### src/hdl/srpg_pkg.sv
// Package for the stepper ramp pulse generator: widths, register reset values,
// register indexes and the structs passed between modules. Depends on nothing.
`timescale 1ns / 1ps
`default_nettype none

package srpg_pkg;

	localparam int TIMER_WIDTH = 16;
	localparam int CFG_ADDR_W  = 5;
	localparam int CFG_DATA_W  = 32;

	typedef logic [3:0]  phase_t;
	typedef logic [15:0] reload_t;

	localparam reload_t START_RELOAD_RST     = 16'd35536;
	localparam reload_t MAX_RELOAD_RST       = 16'd58036;
	localparam reload_t RAMP_STEP_RST        = 16'd100;
	localparam logic [7:0] RAMP_AFTER_RST    = 8'd10;
	localparam logic [15:0] STEPS_PER_RUN_RST = 16'd4000;

	localparam phase_t PHASE_RST = 4'b0001;
	localparam phase_t PHASE_A   = 4'b0001;
	localparam phase_t PHASE_D   = 4'b1000;

	typedef enum logic [2:0] {
		REG_START_RELOAD = 3'd0,
		REG_MAX_RELOAD   = 3'd1,
		REG_RAMP_STEP    = 3'd2,
		REG_RAMP_AFTER   = 3'd3,
		REG_STEPS_PER_RUN = 3'd4
	} reg_idx_t;

	typedef struct packed {
		reload_t     start_reload;
		reload_t     max_reload;
		reload_t     ramp_step;
		logic [7:0]  ramp_after_steps;
		logic [15:0] steps_per_run;
	} srpg_cfg_t;

	typedef struct packed {
		phase_t phase;
		logic   step_pulse;
		logic   direction;
		logic   running;
		logic   finished;
	} srpg_res_t;

endpackage

`default_nettype wire

### src/hdl/srpg_core.sv
// Motor state and its registered update: timer, ramp, coil phase and run control.
// Depends on srpg_pkg. The state advances only when the top level strobes en.
`timescale 1ns / 1ps
`default_nettype none

module srpg_core import srpg_pkg::*; (
	input  wire logic      clk,
	input  wire logic      arst_n,
	input  wire logic      en,
	input  wire logic      tick,
	input  wire logic      start_req,
	input  wire srpg_cfg_t cfg,
	output srpg_res_t      res
);

	logic [TIMER_WIDTH-1:0] timer_q, timer_d;
	reload_t                reload_q, reload_d;
	phase_t                 phase_q, phase_d;
	logic                   dir_q, dir_d;
	logic [15:0]            left_q, left_d;
	logic [7:0]             taken_q, taken_d;
	logic                   run_q, run_d;

	logic [7:0]  taken_inc;
	logic [16:0] ramp_sum;
	reload_t     ramp_val;
	logic        ramp_ok;
	logic        pulse;
	logic        done;

	assign taken_inc = (taken_q != 8'hFF) ? taken_q + 8'd1 : taken_q;
	assign ramp_ok   = (taken_inc >= cfg.ramp_after_steps) && (reload_q < cfg.max_reload);
	assign ramp_sum  = {1'b0, reload_q} + {1'b0, cfg.ramp_step};
	assign ramp_val  = (ramp_sum > {1'b0, cfg.max_reload}) ? cfg.max_reload : ramp_sum[15:0];

	always_comb begin
		timer_d  = timer_q;
		reload_d = reload_q;
		phase_d  = phase_q;
		dir_d    = dir_q;
		left_d   = left_q;
		taken_d  = taken_q;
		run_d    = run_q;
		pulse    = 1'b0;
		done     = 1'b0;
		if (start_req) begin
			dir_d    = 1'b0;
			reload_d = cfg.start_reload;
			timer_d  = TIMER_WIDTH'(cfg.start_reload);
			left_d   = cfg.steps_per_run;
			taken_d  = '0;
			run_d    = 1'b1;
		end else if (tick && run_q) begin
			if (timer_q == '1) begin
				// Overflow: reload with the value in force before this step's ramp.
				timer_d = TIMER_WIDTH'(reload_q);
				pulse   = 1'b1;
				if (!dir_q) begin
					phase_d = (phase_q == PHASE_A) ? PHASE_D : (phase_q >> 1);
				end else begin
					phase_d = (phase_q == PHASE_D) ? PHASE_A : (phase_q << 1);
				end
				taken_d = taken_inc;
				if (ramp_ok) begin
					reload_d = ramp_val;
				end
				if (left_q <= 16'd1) begin
					if (dir_q) begin
						run_d = 1'b0;
						done  = 1'b1;
					end
					dir_d    = 1'b1;
					left_d   = cfg.steps_per_run;
					taken_d  = '0;
					reload_d = cfg.start_reload;
				end else begin
					left_d = left_q - 16'd1;
				end
			end else begin
				timer_d = timer_q + 1'b1;
			end
		end
	end

	always_ff @(posedge clk or negedge arst_n) begin
		if (!arst_n) begin
			timer_q  <= TIMER_WIDTH'(START_RELOAD_RST);
			reload_q <= START_RELOAD_RST;
			phase_q  <= PHASE_RST;
			dir_q    <= 1'b0;
			left_q   <= STEPS_PER_RUN_RST;
			taken_q  <= '0;
			run_q    <= 1'b1;
		end else if (en) begin
			timer_q  <= timer_d;
			reload_q <= reload_d;
			phase_q  <= phase_d;
			dir_q    <= dir_d;
			left_q   <= left_d;
			taken_q  <= taken_d;
			run_q    <= run_d;
		end
	end

	assign res.phase      = phase_d;
	assign res.step_pulse = pulse;
	assign res.direction  = dir_d;
	assign res.running    = run_d;
	assign res.finished   = done;

endmodule

`default_nettype wire

### config.mk
export PLATFORM = sky130hd
export DESIGN_NAME = srpg_core
export DESIGN_NICKNAME = d
export VERILOG_FILES = /design/src/hdl/srpg_pkg.sv /design/src/hdl/srpg_core.sv
export SDC_FILE = /design/constraint.sdc
export NUM_CORES = 1
export LEC_CHECK = 0
export BUFFER_PORTS_ARGS = -buffer_cell sky130_fd_sc_hd__buf_4
export CORE_MARGIN = 2
export CORE_UTILIZATION = 53
export DETAILED_ROUTE_END_ITERATION = 7
export PLACE_DENSITY = 0.86
export SETUP_SLACK_MARGIN = 0.1
export SLEW_MARGIN = 10
export SYNTH_ARGS = -nofsm -noshare
export SYNTH_HDL_FRONTEND = slang
export SYNTH_SLANG_ARGS = --single-unit
### constraint.sdc
create_clock -name clk -period 3.8 [get_ports clk]
set_input_delay 0.38 -clock clk [delete_from_list [all_inputs] [get_ports clk]]
set_output_delay 0.38 -clock clk [all_outputs]
set_load 0.005 [all_outputs]
==> impl_metrics.toml <==
[layout]
drive_gt1_share_pct = 29.2
nets = 948
n_antenna_cell = 0
final_cell_mix = "buf_4, nand2_1, o21ai_0"
synthToLayoutAreaGrowth_pct = 28.4
layout_commonest_cell = "buf_4"
final_util_pct = 69.6
stdcell_count = 952

[worst_setup_path]
r2r-start = "reload_q[6]"
critPathLaunchType = "flop"
r2r_setup_slack_ns = -0.29
r2r-end = "reload_q[10]"
worstPathArrival_ns = 4.31
cp_common_cell = "buf_4"
worst_setup_path_end_kind = "flop"
crit_start = "reload_q[6]"
critPathCapture = "reload_q[10]"
reg2reg_depth = 16
crit_fanout = 6
cp_slowest_cell = "dfstp_2"
required_ns = 4.02
crit_type = "reg -> reg"
critPathMaxStageDelay_ns = 0.59
cp_cell_sequence = "ha_2 > o21a_1 > and2_1 > a21o_1 > buf_4 > xnor2_4 > ha_1 > a21oi_1 > nand2_1 > a21oi_2 > o221ai_4 > a211oi_4 > buf_4 > buf_12 > mux2i_2 > o211ai_1"

[global_route]
grt_usage_pct = 31.1
grt_pass1_vias = 6005
grt_start_max_net_pins = 63
grt_antenna_before_repair = 0
grt_util_met2_pct = 52.5
grt_pass1_wl_mm = 28.1
gr-usage-met1_pct = 36.7
grt_overflow = 0
busiest_layer = "met2"
global_route.usage.met3_pct = 6.50

[synthesis]
synth-edff-count = 0
ys_ff_latch = 62
synthTopCellsByArea = "dfrtp_1, ha_1, dfstp_2"
async_flop_share_pct = 100
yosys.cell_types.count = 66
syn_inst = 687
yosys_warnings = 0
synth_top_area_share_pct = 18.9
ys.flop_type = "dfrtp_1"
synth_top_area_cell = "dfrtp_1"
syn-num-nets = 824
syn_area_per_cell_um2 = 8.11
syn_area_um2 = 5570
yosysSeqAreaShare_pct = 28.3

[timing]
finalMaxSlewViolations = 0
whs_ns = 0.116
setup_slack_ns = -0.293
hold_violations = 0
final.setup_skew_ns = 0.00789
rsz0062_at_grt = "yes"
clock.fmax_mhz = 244
tightest_slew_ns = 1.12
period_share_pct = 108
finalCriticalPeriod_ns = 4.09
relSlewSlack_pct = 25.0
setup_violations = 16
fin_tns_setup_ns = -3.23

[clocking]
cts_tree = "done"
cts-root-buf = "clkbuf_8"
ctsHoldBuffers = 0
cts_max_level = 3
clock_latency_ns = 0.36
clock_sinks = 62
cts_buffers = 9
path_clk_slew_ns = 0.07
cts_buffer_depth = 2

[routing]
wl_per_cell_um = 18.7
drtAntennaViolNets = 0
dr.pass1.iters = 5
drt_iter0_markers = 664
routed_wl_mm = 17.8
vias = 6126
drc_errors = 0
via_per_inst = 6.43

[worst_hold_path]
hold_path_class = "in -> async"

[power_and_ir_drop]
p_leak_nw = 3.27
ir_drop_mv = 0.287
powerDensity_nw_per_um2 = 468

[floorplanning]
rows = 37
dieArea_um2 = 11400
die-height_um = 107
ios = 85
fp.dieW_um = 107
initial_utilization_pct = 54.2
coreArea_um2 = 10300

[place]
io_buffers = 84
gp_congestion = 0.966
placed_cells = 916
place_hpwl_mm = 12.4
dp_slack_ns = -0.327

[outcome]
status = "finished with violations"
violations = "setup timing"

[flow_run]
cap_violations = 0
## area by class of cell
cell class,count,area (um2)
multi-input cells,551,3910
well taps,136,170
clock inverters,5,50.0
fillers,773,3120
inverters,44,165
repair buffers,143,1150
flip-flops and latches,62,1580
clock buffers,11,131
## report_power, final
group / switching [W] / total (W) / internal, W / leakage (nW)
logic: 0.000896 / 0.00182 / 0.000929 / 2.43
registers: 0.000156 / 0.000955 / 0.000799 / 0.742
clock network: 0.000270 / 0.000569 / 0.000299 / 0.0968
## registers in the layout, summed over array words and instances (netlist names)
register and cells:
taken_q 8, dir_q 1, phase_q 4, reload_q 16
run_q 1, timer_q 16, left_q 16
## through the flow
stage	cell area (um2)	total power, W
floorplan	5590	0.00176
global placement	6550	0.00218
detailed placement	6550	0.00226
CTS	7020	0.00314
global route	7160	0.00353
finish	7160	0.00335
## per-layer routing
metal,routed length [um],vias up,part of all wire (%)
met5,0,-,0
met4,1110,0,6.2
met3,1400,95,7.9
met2,8640,334,48
met1,6680,2907,37
li1,-,2790,-
## cells in the mapped netlist (2+ instances only)
master and n:
clkbuf_1 17, buf_4 8, dfrtp_1 42, a211oi_1 12, a311oi_1 2, mux2i_1 15
o211ai_1 15, buf_2 4, mux2_2 7, xor2_1 10, a21oi_2 2, a21o_1 11
a31o_2 4, nand2_1 74, o21a_1 10, a31oi_1 9, nand4_1 18, or4_1 2
and2_1 8, a22oi_1 4, nor3_1 19, nor2_1 31, o21bai_1 3, nor4_2 2
or3_1 9, o31a_1 2, xnor2_1 9, o21ai_1 6, nor2b_1 2, dfstp_2 20
and3_1 10, nand3_1 28, ha_1 59, o22ai_1 11, nor4_1 5, a21oi_1 59
inv_1 43, o21ai_0 67
## cells by family after synthesis
logic type,after synthesis,share of synthesized area [%]
fa+ha+maj,60,13.6
flops,62,28.3
compound gates,228,24.9
xor+xnor,19,2.99
mux,22,4.11
buf+inv,74,5.63
simple gates,222,20.4
## how the worst min path moves through the flow
stage | end | slack (ns) | cells past startpoint
2_1_floorplan | dir_q | 0.08 | 0
3_3_place_gp | left_q[6] | 0.46 | 2
3_5_place_dp | left_q[6] | 0.48 | 2
4_1_cts | taken_q[0] | 0.13 | 1
5_1_grt | taken_q[0] | 0.16 | 1
6_report | taken_q[0] | 0.12 | 1
## critical path, delay by kind of cell, from the launching register on
family          cells  cell delay (ns)
mux                 1             0.21
buf+inv             3             0.47
simple gates        2             0.38
fa+ha+maj           2             0.61
compound gates      7             1.55
flops               1             0.59
xor+xnor            1             0.17
## timing repair
action                                 CTS  global route
cloned                                   2             1
gates resized for setup                 31            18
pin swaps                               18            20
endpoints found under the hold margin    0             0
setup endpoints to repair               16            16
buffers inserted                        12             6
No activity file was read; power rests on OpenSTA's default activity.
