<file path="src/hdl/srpg_pkg.sv">
// Package for the stepper ramp pulse generator: widths, register reset values,
// register indexes and the structs passed between modules. Depends on nothing.
`timescale 1ns / 1ps
`default_nettype none

package srpg_pkg;

	localparam int TIMER_WIDTH = 16;
	localparam int CFG_ADDR_W  = 5;
	localparam int CFG_DATA_W  = 32;

	typedef logic [3:0]  phase_t;
	typedef logic [15:0] reload_t;

	localparam reload_t START_RELOAD_RST     = 16'd35536;
	localparam reload_t MAX_RELOAD_RST       = 16'd58036;
	localparam reload_t RAMP_STEP_RST        = 16'd100;
	localparam logic [7:0] RAMP_AFTER_RST    = 8'd10;
	localparam logic [15:0] STEPS_PER_RUN_RST = 16'd4000;

	localparam phase_t PHASE_RST = 4'b0001;
	localparam phase_t PHASE_A   = 4'b0001;
	localparam phase_t PHASE_D   = 4'b1000;

	typedef enum logic [2:0] {
		REG_START_RELOAD = 3'd0,
		REG_MAX_RELOAD   = 3'd1,
		REG_RAMP_STEP    = 3'd2,
		REG_RAMP_AFTER   = 3'd3,
		REG_STEPS_PER_RUN = 3'd4
	} reg_idx_t;

	typedef struct packed {
		reload_t     start_reload;
		reload_t     max_reload;
		reload_t     ramp_step;
		logic [7:0]  ramp_after_steps;
		logic [15:0] steps_per_run;
	} srpg_cfg_t;

	typedef struct packed {
		phase_t phase;
		logic   step_pulse;
		logic   direction;
		logic   running;
		logic   finished;
	} srpg_res_t;

endpackage

`default_nettype wire

</file>
<file path="src/hdl/srpg_apb_regs.sv">
// APB configuration registers of the stepper ramp pulse generator.
// Depends on srpg_pkg for the register indexes, reset values and config struct.
`timescale 1ns / 1ps
`default_nettype none

module srpg_apb_regs import srpg_pkg::*; (
	input  wire logic                  clk,
	input  wire logic                  arst_n,
	input  wire logic                  psel,
	input  wire logic                  penable,
	input  wire logic                  pwrite,
	input  wire logic [CFG_ADDR_W-1:0] paddr,
	input  wire logic [CFG_DATA_W-1:0] pwdata,
	output logic      [CFG_DATA_W-1:0] prdata,
	output logic                       pready,
	output srpg_cfg_t                  cfg
);

	srpg_cfg_t  cfg_q;
	logic [2:0] idx;
	logic       wr_en;

	assign idx    = paddr[CFG_ADDR_W-1:2];
	assign wr_en  = psel && penable && pwrite;
	assign pready = 1'b1;
	assign cfg    = cfg_q;

	always_ff @(posedge clk or negedge arst_n) begin
		if (!arst_n) begin
			cfg_q.start_reload     <= START_RELOAD_RST;
			cfg_q.max_reload       <= MAX_RELOAD_RST;
			cfg_q.ramp_step        <= RAMP_STEP_RST;
			cfg_q.ramp_after_steps <= RAMP_AFTER_RST;
			cfg_q.steps_per_run    <= STEPS_PER_RUN_RST;
		end else if (wr_en) begin
			case (idx)
				REG_START_RELOAD:  cfg_q.start_reload     <= pwdata[15:0];
				REG_MAX_RELOAD:    cfg_q.max_reload       <= pwdata[15:0];
				REG_RAMP_STEP:     cfg_q.ramp_step        <= pwdata[15:0];
				REG_RAMP_AFTER:    cfg_q.ramp_after_steps <= pwdata[7:0];
				REG_STEPS_PER_RUN: cfg_q.steps_per_run    <= pwdata[15:0];
				default: ;
			endcase
		end
	end

	always_comb begin
		case (idx)
			REG_START_RELOAD:  prdata = {16'd0, cfg_q.start_reload};
			REG_MAX_RELOAD:    prdata = {16'd0, cfg_q.max_reload};
			REG_RAMP_STEP:     prdata = {16'd0, cfg_q.ramp_step};
			REG_RAMP_AFTER:    prdata = {24'd0, cfg_q.ramp_after_steps};
			REG_STEPS_PER_RUN: prdata = {16'd0, cfg_q.steps_per_run};
			default:           prdata = '0;
		endcase
	end

endmodule

`default_nettype wire

</file>
<file path="config.mk">
export PLATFORM = sky130hd
export DESIGN_NAME = srpg_apb_regs
export DESIGN_NICKNAME = d
export VERILOG_FILES = /design/src/hdl/srpg_pkg.sv /design/src/hdl/srpg_apb_regs.sv
export SDC_FILE = /design/constraint.sdc
export NUM_CORES = 1
export LEC_CHECK = 0
export BUFFER_PORTS_ARGS = -buffer_cell sky130_fd_sc_hd__buf_2
export CORE_ASPECT_RATIO = 2
export CORE_MARGIN = 3
export CORE_UTILIZATION = 52
export DETAILED_ROUTE_END_ITERATION = 6
export PLACE_DENSITY = 0.87
export RECOVER_POWER = 25
export SLEW_MARGIN = 25
export SYNTH_ARGS = -nofsm -noshare
export SYNTH_HDL_FRONTEND = slang
export SYNTH_SLANG_ARGS = --single-unit
</file>
<file path="constraint.sdc">
create_clock -name clk -period 4.46 [get_ports clk]
set_clock_uncertainty 0.2 [all_clocks]
set_input_delay 0.669 -clock clk [delete_from_list [all_inputs] [get_ports clk]]
set_output_delay 0.669 -clock clk [all_outputs]
set_load 0.03 [all_outputs]
</file>
==> results of run 1 <==
power groups by stage:
stage | clock, mW | combinational, mW | sequential, mW
2_1_floorplan | 0 | 0.260 | 1.17
3_5_place_dp | 0 | 0.730 | 0.928
5_1_grt | 0.699 | 0.763 | 0.936
6_report | 0.654 | 0.725 | 0.920
3_3_place_gp | 0 | 0.716 | 0.919
4_1_cts | 0.669 | 0.731 | 0.918
critical path: stages:
cell and delay (ps):
buf_2 310, nor2_1 660, a32oi_1 230, o21ai_0 120, buf_2 230
final timing paths:
kind / start / end / slack (ps) / cells past startpoint
worst min-delay path: cfg[28]$_DFFE_PN0P_ / cfg[28]$_DFFE_PN0P_ / 320 / 1
worst max-delay path: paddr[3] / prdata[6] / 1360 / 5
min in group asynchronous: arst_n / cfg[50]$_DFFE_PN0P_ / 670 / 2
worst min register to register: cfg[28]$_DFFE_PN0P_ / cfg[28]$_DFFE_PN0P_ / 320 / 1
max in group asynchronous: arst_n / cfg[6]$_DFFE_PN0P_ / 2340 / 2
worst max register to register: cfg[56]$_DFFE_PN0P_ / cfg[56]$_DFFE_PN0P_ / 3460 / 1
cells by family (layout without fill, tap and decap cells):
family / after synthesis / in the layout / synth area share
muxes: 81 / 81 / 0.273
DFF: 72 / 72 / 0.527
AOI/OAI and AO/OA: 40 / 40 / 0.0828
buffers and inverters: 34 / 135 / 0.0676
and+or+nand+nor: 21 / 21 / 0.0471
other: 2 / 17 / 0.00216
cell usage after synthesis (all sizes together):
library cell  number
mux2              81
dfrtp             47
buf               28
dfstp             25
o21ai             16
a22oi              9
a32oi              8
nand3              8
a222oi             7
clkbuf             4
nor2               3
conb               2
inv                2
nor2b              2
and2b              1
nand2              1
nand4              1
nand4b             1
nor3               1
nor3b              1
nor4               1
or3                1
layer usage:
| metal | share of wire | GRT usage |
|---|---|---|
| met3 | 0.063 | 0.0581 |
| met4 | 0.020 | 0.116 |
| met2 | 0.56 | 0.426 |
| met5 | 0 | 0 |
| met1 | 0.36 | 0.254 |
cell usage in the layout (no fill, tap or decap), types with 2 or more instances in the layout:
| cell | n |
|---|---|
| nand3_1 | 8 |
| dfstp_2 | 25 |
| o21ai_0 | 16 |
| a22oi_1 | 9 |
| dfrtp_1 | 47 |
| clkbuf_1 | 4 |
| buf_4 | 5 |
| clkbuf_16 | 9 |
| conb_1 | 17 |
| clkbuf_8 | 2 |
| mux2_4 | 10 |
| a222oi_1 | 7 |
| buf_2 | 111 |
| mux2_2 | 71 |
| a32oi_1 | 8 |
| nor2_1 | 2 |
| nor2b_1 | 2 |
final cells by class:
class	instances	area [um^2]	area share
Clock buffer	15	268	0.0624
Timing Repair Buffer	117	598	0.139
Sequential cell	72	1830	0.427
Multi-Input combinational cell	159	1470	0.343
Tap cell	86	108	0.0251
Clock inverter	1	5.00	0.00117
Inverter	2	7.51	0.00175
==> results.md, run 1 <==
- Cell variety after synth: 29
- Yosys warnings: 0
- CP arrival: 2230 ps
- Avg Synthesized Cell Area: 13.9 um^2
- Fillers: 482
- Nets: 403
- Fmax: 323 MHz
- GRT Overall Usage: 0.238
- Sw Ratio: 0.361
- CP required: 3590 ps
- Yosys top cell area share: 0.338
- CP Capture Type: output pin
- IO Port Bufs: 111
- Worst vdd ir: 0.343 mV
- DRC Markers: 0
- Worst skew pair latency: 330 ps
- Ranking of synthesized cells by area: dfrtp_1 34%, mux2_2 23%, dfstp_2 19%
- Setup-failing EPs final: 0
- DIE AREA: 7760 um^2
- Hold crit path type: flop to flop
- Global-route wire length before repair: 13.7 mm
- Drt via density: 5.61
- Min cycle time layout: 3100 ps
- Inst Count DP: 436
- Total leakage power: 2.12 nW
- Max reg flops: 72
- Layout cells sized above 1: 0.658
- Total grt overflow: 0
- Slew margin rel.: -0.154
- Final Hold Viols: 0
- Largest net degree at the start of global routing: 73
- Routed Antenna Nets: 0
- Final worst path period share: 0.695
- Combinational power share: 0.315
- #FFs+latches synth: 72
- Core ar.: 6410 um^2
- Clock power frac: 0.285
- Bufs on Longest Clock Path: 2
- Area leader, netlist: dfrtp_1
- Total of max-cap violations: 1
- Die extent in x: 63.8 um
- Max-slew violations: 73
- Finished Cell Area: 4290 um^2
- Area post-placement: 4020 um^2
- Pint: 1.47 mW
- Pre-CTS setup slack: 1390 ps
- Starting density of the core: 0.542
- Status: finished with violations
- Fin Hold WS: 323 ps
- Cts hold-fix bufs: 0
- Drt initial violations: 125
- Routed WL per cell: 19.5 um
- Vias: 2,534
- Netlist Area Pre-Place: 3480 um^2
- Chip height: 122 um
- Non-filler cells, final: 452
- CTS tree: yes
- Cells after Synth: 250
- Post-CTS setup buffers: 0
- Failing checks: max-capacitance violations, max-slew violations
- H-tree depth: 3
- CP Class: primary input to output pin
- Final worst slack: 1360 ps
- Gpl congestion: 0.784
- Slew at the pin closest to its max-slew limit: 1730 ps
- Setup TNS Final: 0 ps
- Seq/Total Area, Yosys: 0.527
- RSZ-0062 raised after global routing: no
- Area Overhead vs Synth: 23.4%
- Vias in the first global route: 2,621
- Crit-path max FO: 31
- Util after Layout: 0.669
- WL final: 8.81 mm
- Post-detail-place hpwl: 6.10 mm
- Sequential share of power: 0.400
- TritonCTS Sinks: 72
- Clk root buf: clkbuf_16
- Num ports: 147
- Power Density: 536 nW/um^2
- CTS buffer count: 9
- Switch Pwr: 0.830 mW
- Crit start category: primary input
- Antenna Cells: 0
- Initial antenna violation count: 0
- Tot Pwr: 2.30 mW
- Post-CTS resize count: 0
- DR pass1 iterations: 5
- Row Count: 41
- Clock-pin slew on the worst setup and hold paths: 50 ps
Note: power is estimated with default switching activity, not from simulation.
==> inputs of run 2 (changes only) <==
CORE_UTILIZATION = 48   (was 52)
PLACE_DENSITY = 0.81   (was 0.87)
clock period = 3.09 ns   (was 4.46 ns; I/O delays follow)
==> results.md, run 2 (synthesis results as in run 1) <==
- Status: finished clean
- Worst vdd ir: 0.609 mV
- Non-filler cells, final: 465
- Combinational power share: 0.320
- Clock power frac: 0.272
- Sequential share of power: 0.408
- Routed met2 length: 5.04 mm
- Slew margin rel.: 0.453
- Finished Cell Area: 4320 um^2
- Area post-placement: 4080 um^2
- CP Class: primary input to output pin
- WL final: 9.30 mm
- Layout cells sized above 1: 0.602
- Nets: 411
- Row Count: 43
- Vias: 2,611
- Total grt overflow: 0
- Routed WL per cell: 20.0 um
- Setup-failing EPs final: 0
- Max Used Layer: met4
- Num ports: 147
- Worst Hold Launch: pwdata[14]
- Max reg flops: 72
- Util after Layout: 0.617
- R2r startpoint: cfg[6]$_DFFE_PN0P_
- TritonCTS Sinks: 72
- Chip height: 126 um
- Pint: 2.07 mW
- Final worst slack: 557 ps
- DRC Markers: 0
- Max-slew violations: 0
- RR Endpoint: cfg[6]$_DFFE_PN0P_
- Die extent in x: 66.2 um
- Worst skew pair latency: 320 ps
- CTS buffer count: 9
- Crit-path max FO: 13
- CTS tree: yes
- Commonest non-fill, non-tap cell in the layout: buf_2
- CP required: 2430 ps
- Final worst path period share: 0.820
- GRT Overall Usage: 0.233
- Final Hold Viols: 0
- Pre-CTS setup slack: 339 ps
- H-tree depth: 3
- Power Density: 756 nW/um^2
- Min cycle time layout: 2530 ps
- Switch Pwr: 1.20 mW
- Min-Delay Endpoint: cfg[38]$_DFFE_PN0P_
- Total of max-cap violations: 0
- IO Port Bufs: 111
- Setup TNS Final: 0 ps
- Crit start category: primary input
- Routed Antenna Nets: 0
- Post-detail-place hpwl: 6.77 mm
- Clock-pin slew on the worst setup and hold paths: 50 ps
- Area Overhead vs Synth: 24.2%
- Total leakage power: 2.07 nW
- Core ar.: 6990 um^2
- DIE AREA: 8360 um^2
- Drt initial violations: 150
- Fin Hold WS: 205 ps
- CP Capture Type: output pin
- Vias in the first global route: 2,665
- Clk root buf: clkbuf_16
- Most frequent cells in the layout: 89 x buf_2, 71 x mux2_2, 47 x dfrtp_1
- Reg2Reg Depth: 1
- Starting density of the core: 0.497
- Worst Hold Path Cells: 2
- Sw Ratio: 0.367
- Gpl congestion: 0.823
- RSZ-0062 raised after global routing: no
- Post-CTS setup buffers: 0
- Tot Pwr: 3.27 mW
- Bufs on Longest Clock Path: 2
- Slew at the pin closest to its max-slew limit: 820 ps
- Hold crit path type: primary input to flop
- Inst Count DP: 447
- Global-route wire length before repair: 14.3 mm
- Largest net degree at the start of global routing: 36
- FF-to-FF setup slack: 2090 ps
- Fmax: 395 MHz
- Initial antenna violation count: 1
- Met1 wire length: 3.35 mm
- Drt via density: 5.62
- Metal3 WL: 644 um
- DR pass1 iterations: 4
- CP arrival: 1870 ps
run 2: area by class of cell:
cell class,instances,area (um^2)
fillers,604,2680
flip-flops and latches,72,1830
multi-input cells,159,1470
repair buffers,125,636
clock buffers,15,248
well taps,90,113
inverters,2,7.51
clock inverters,1,5.00
diodes,1,2.50
run 2: critical path, cell delays in order:
cell	delay, ps
buf_2	190
nor2_1	590
a32oi_1	190
o21ai_0	160
buf_2	260
run 2: routing by layer:
metal | up-vias | global-route usage
met1 | 1331 | 0.262
met3 | 19 | 0.0611
li1 | 1136 | -
met2 | 125 | 0.398
met5 | - | 0
met4 | 0 | 0.114
run 2: worst max-delay path by stage:
stage                         from          to  slack [ps]  cells past startpoint
after floorplan           paddr[2]   prdata[9]         490                      6
after global placement    paddr[2]  prdata[14]         370                      5
after detailed placement  paddr[2]  prdata[13]         340                      5
after CTS                 paddr[2]  prdata[13]         330                      5
after global routing      paddr[2]  prdata[12]         470                      5
final                     paddr[3]   prdata[6]         560                      5
run 2: repair_timing:
item,in CTS,in global routing
resized for setup,0,0
endpoints found under the hold margin,5,0
hold buffers,1,0
run 2: power by group through the flow:
stage	clock [mW]	sequential, mW	combinational (mW)
4_1_cts	0.910	1.33	1.07
3_3_place_gp	0	1.32	1.04
6_report	0.890	1.33	1.05
3_5_place_dp	0	1.34	1.06
5_1_grt	0.952	1.35	1.10
2_1_floorplan	0	1.69	0.375
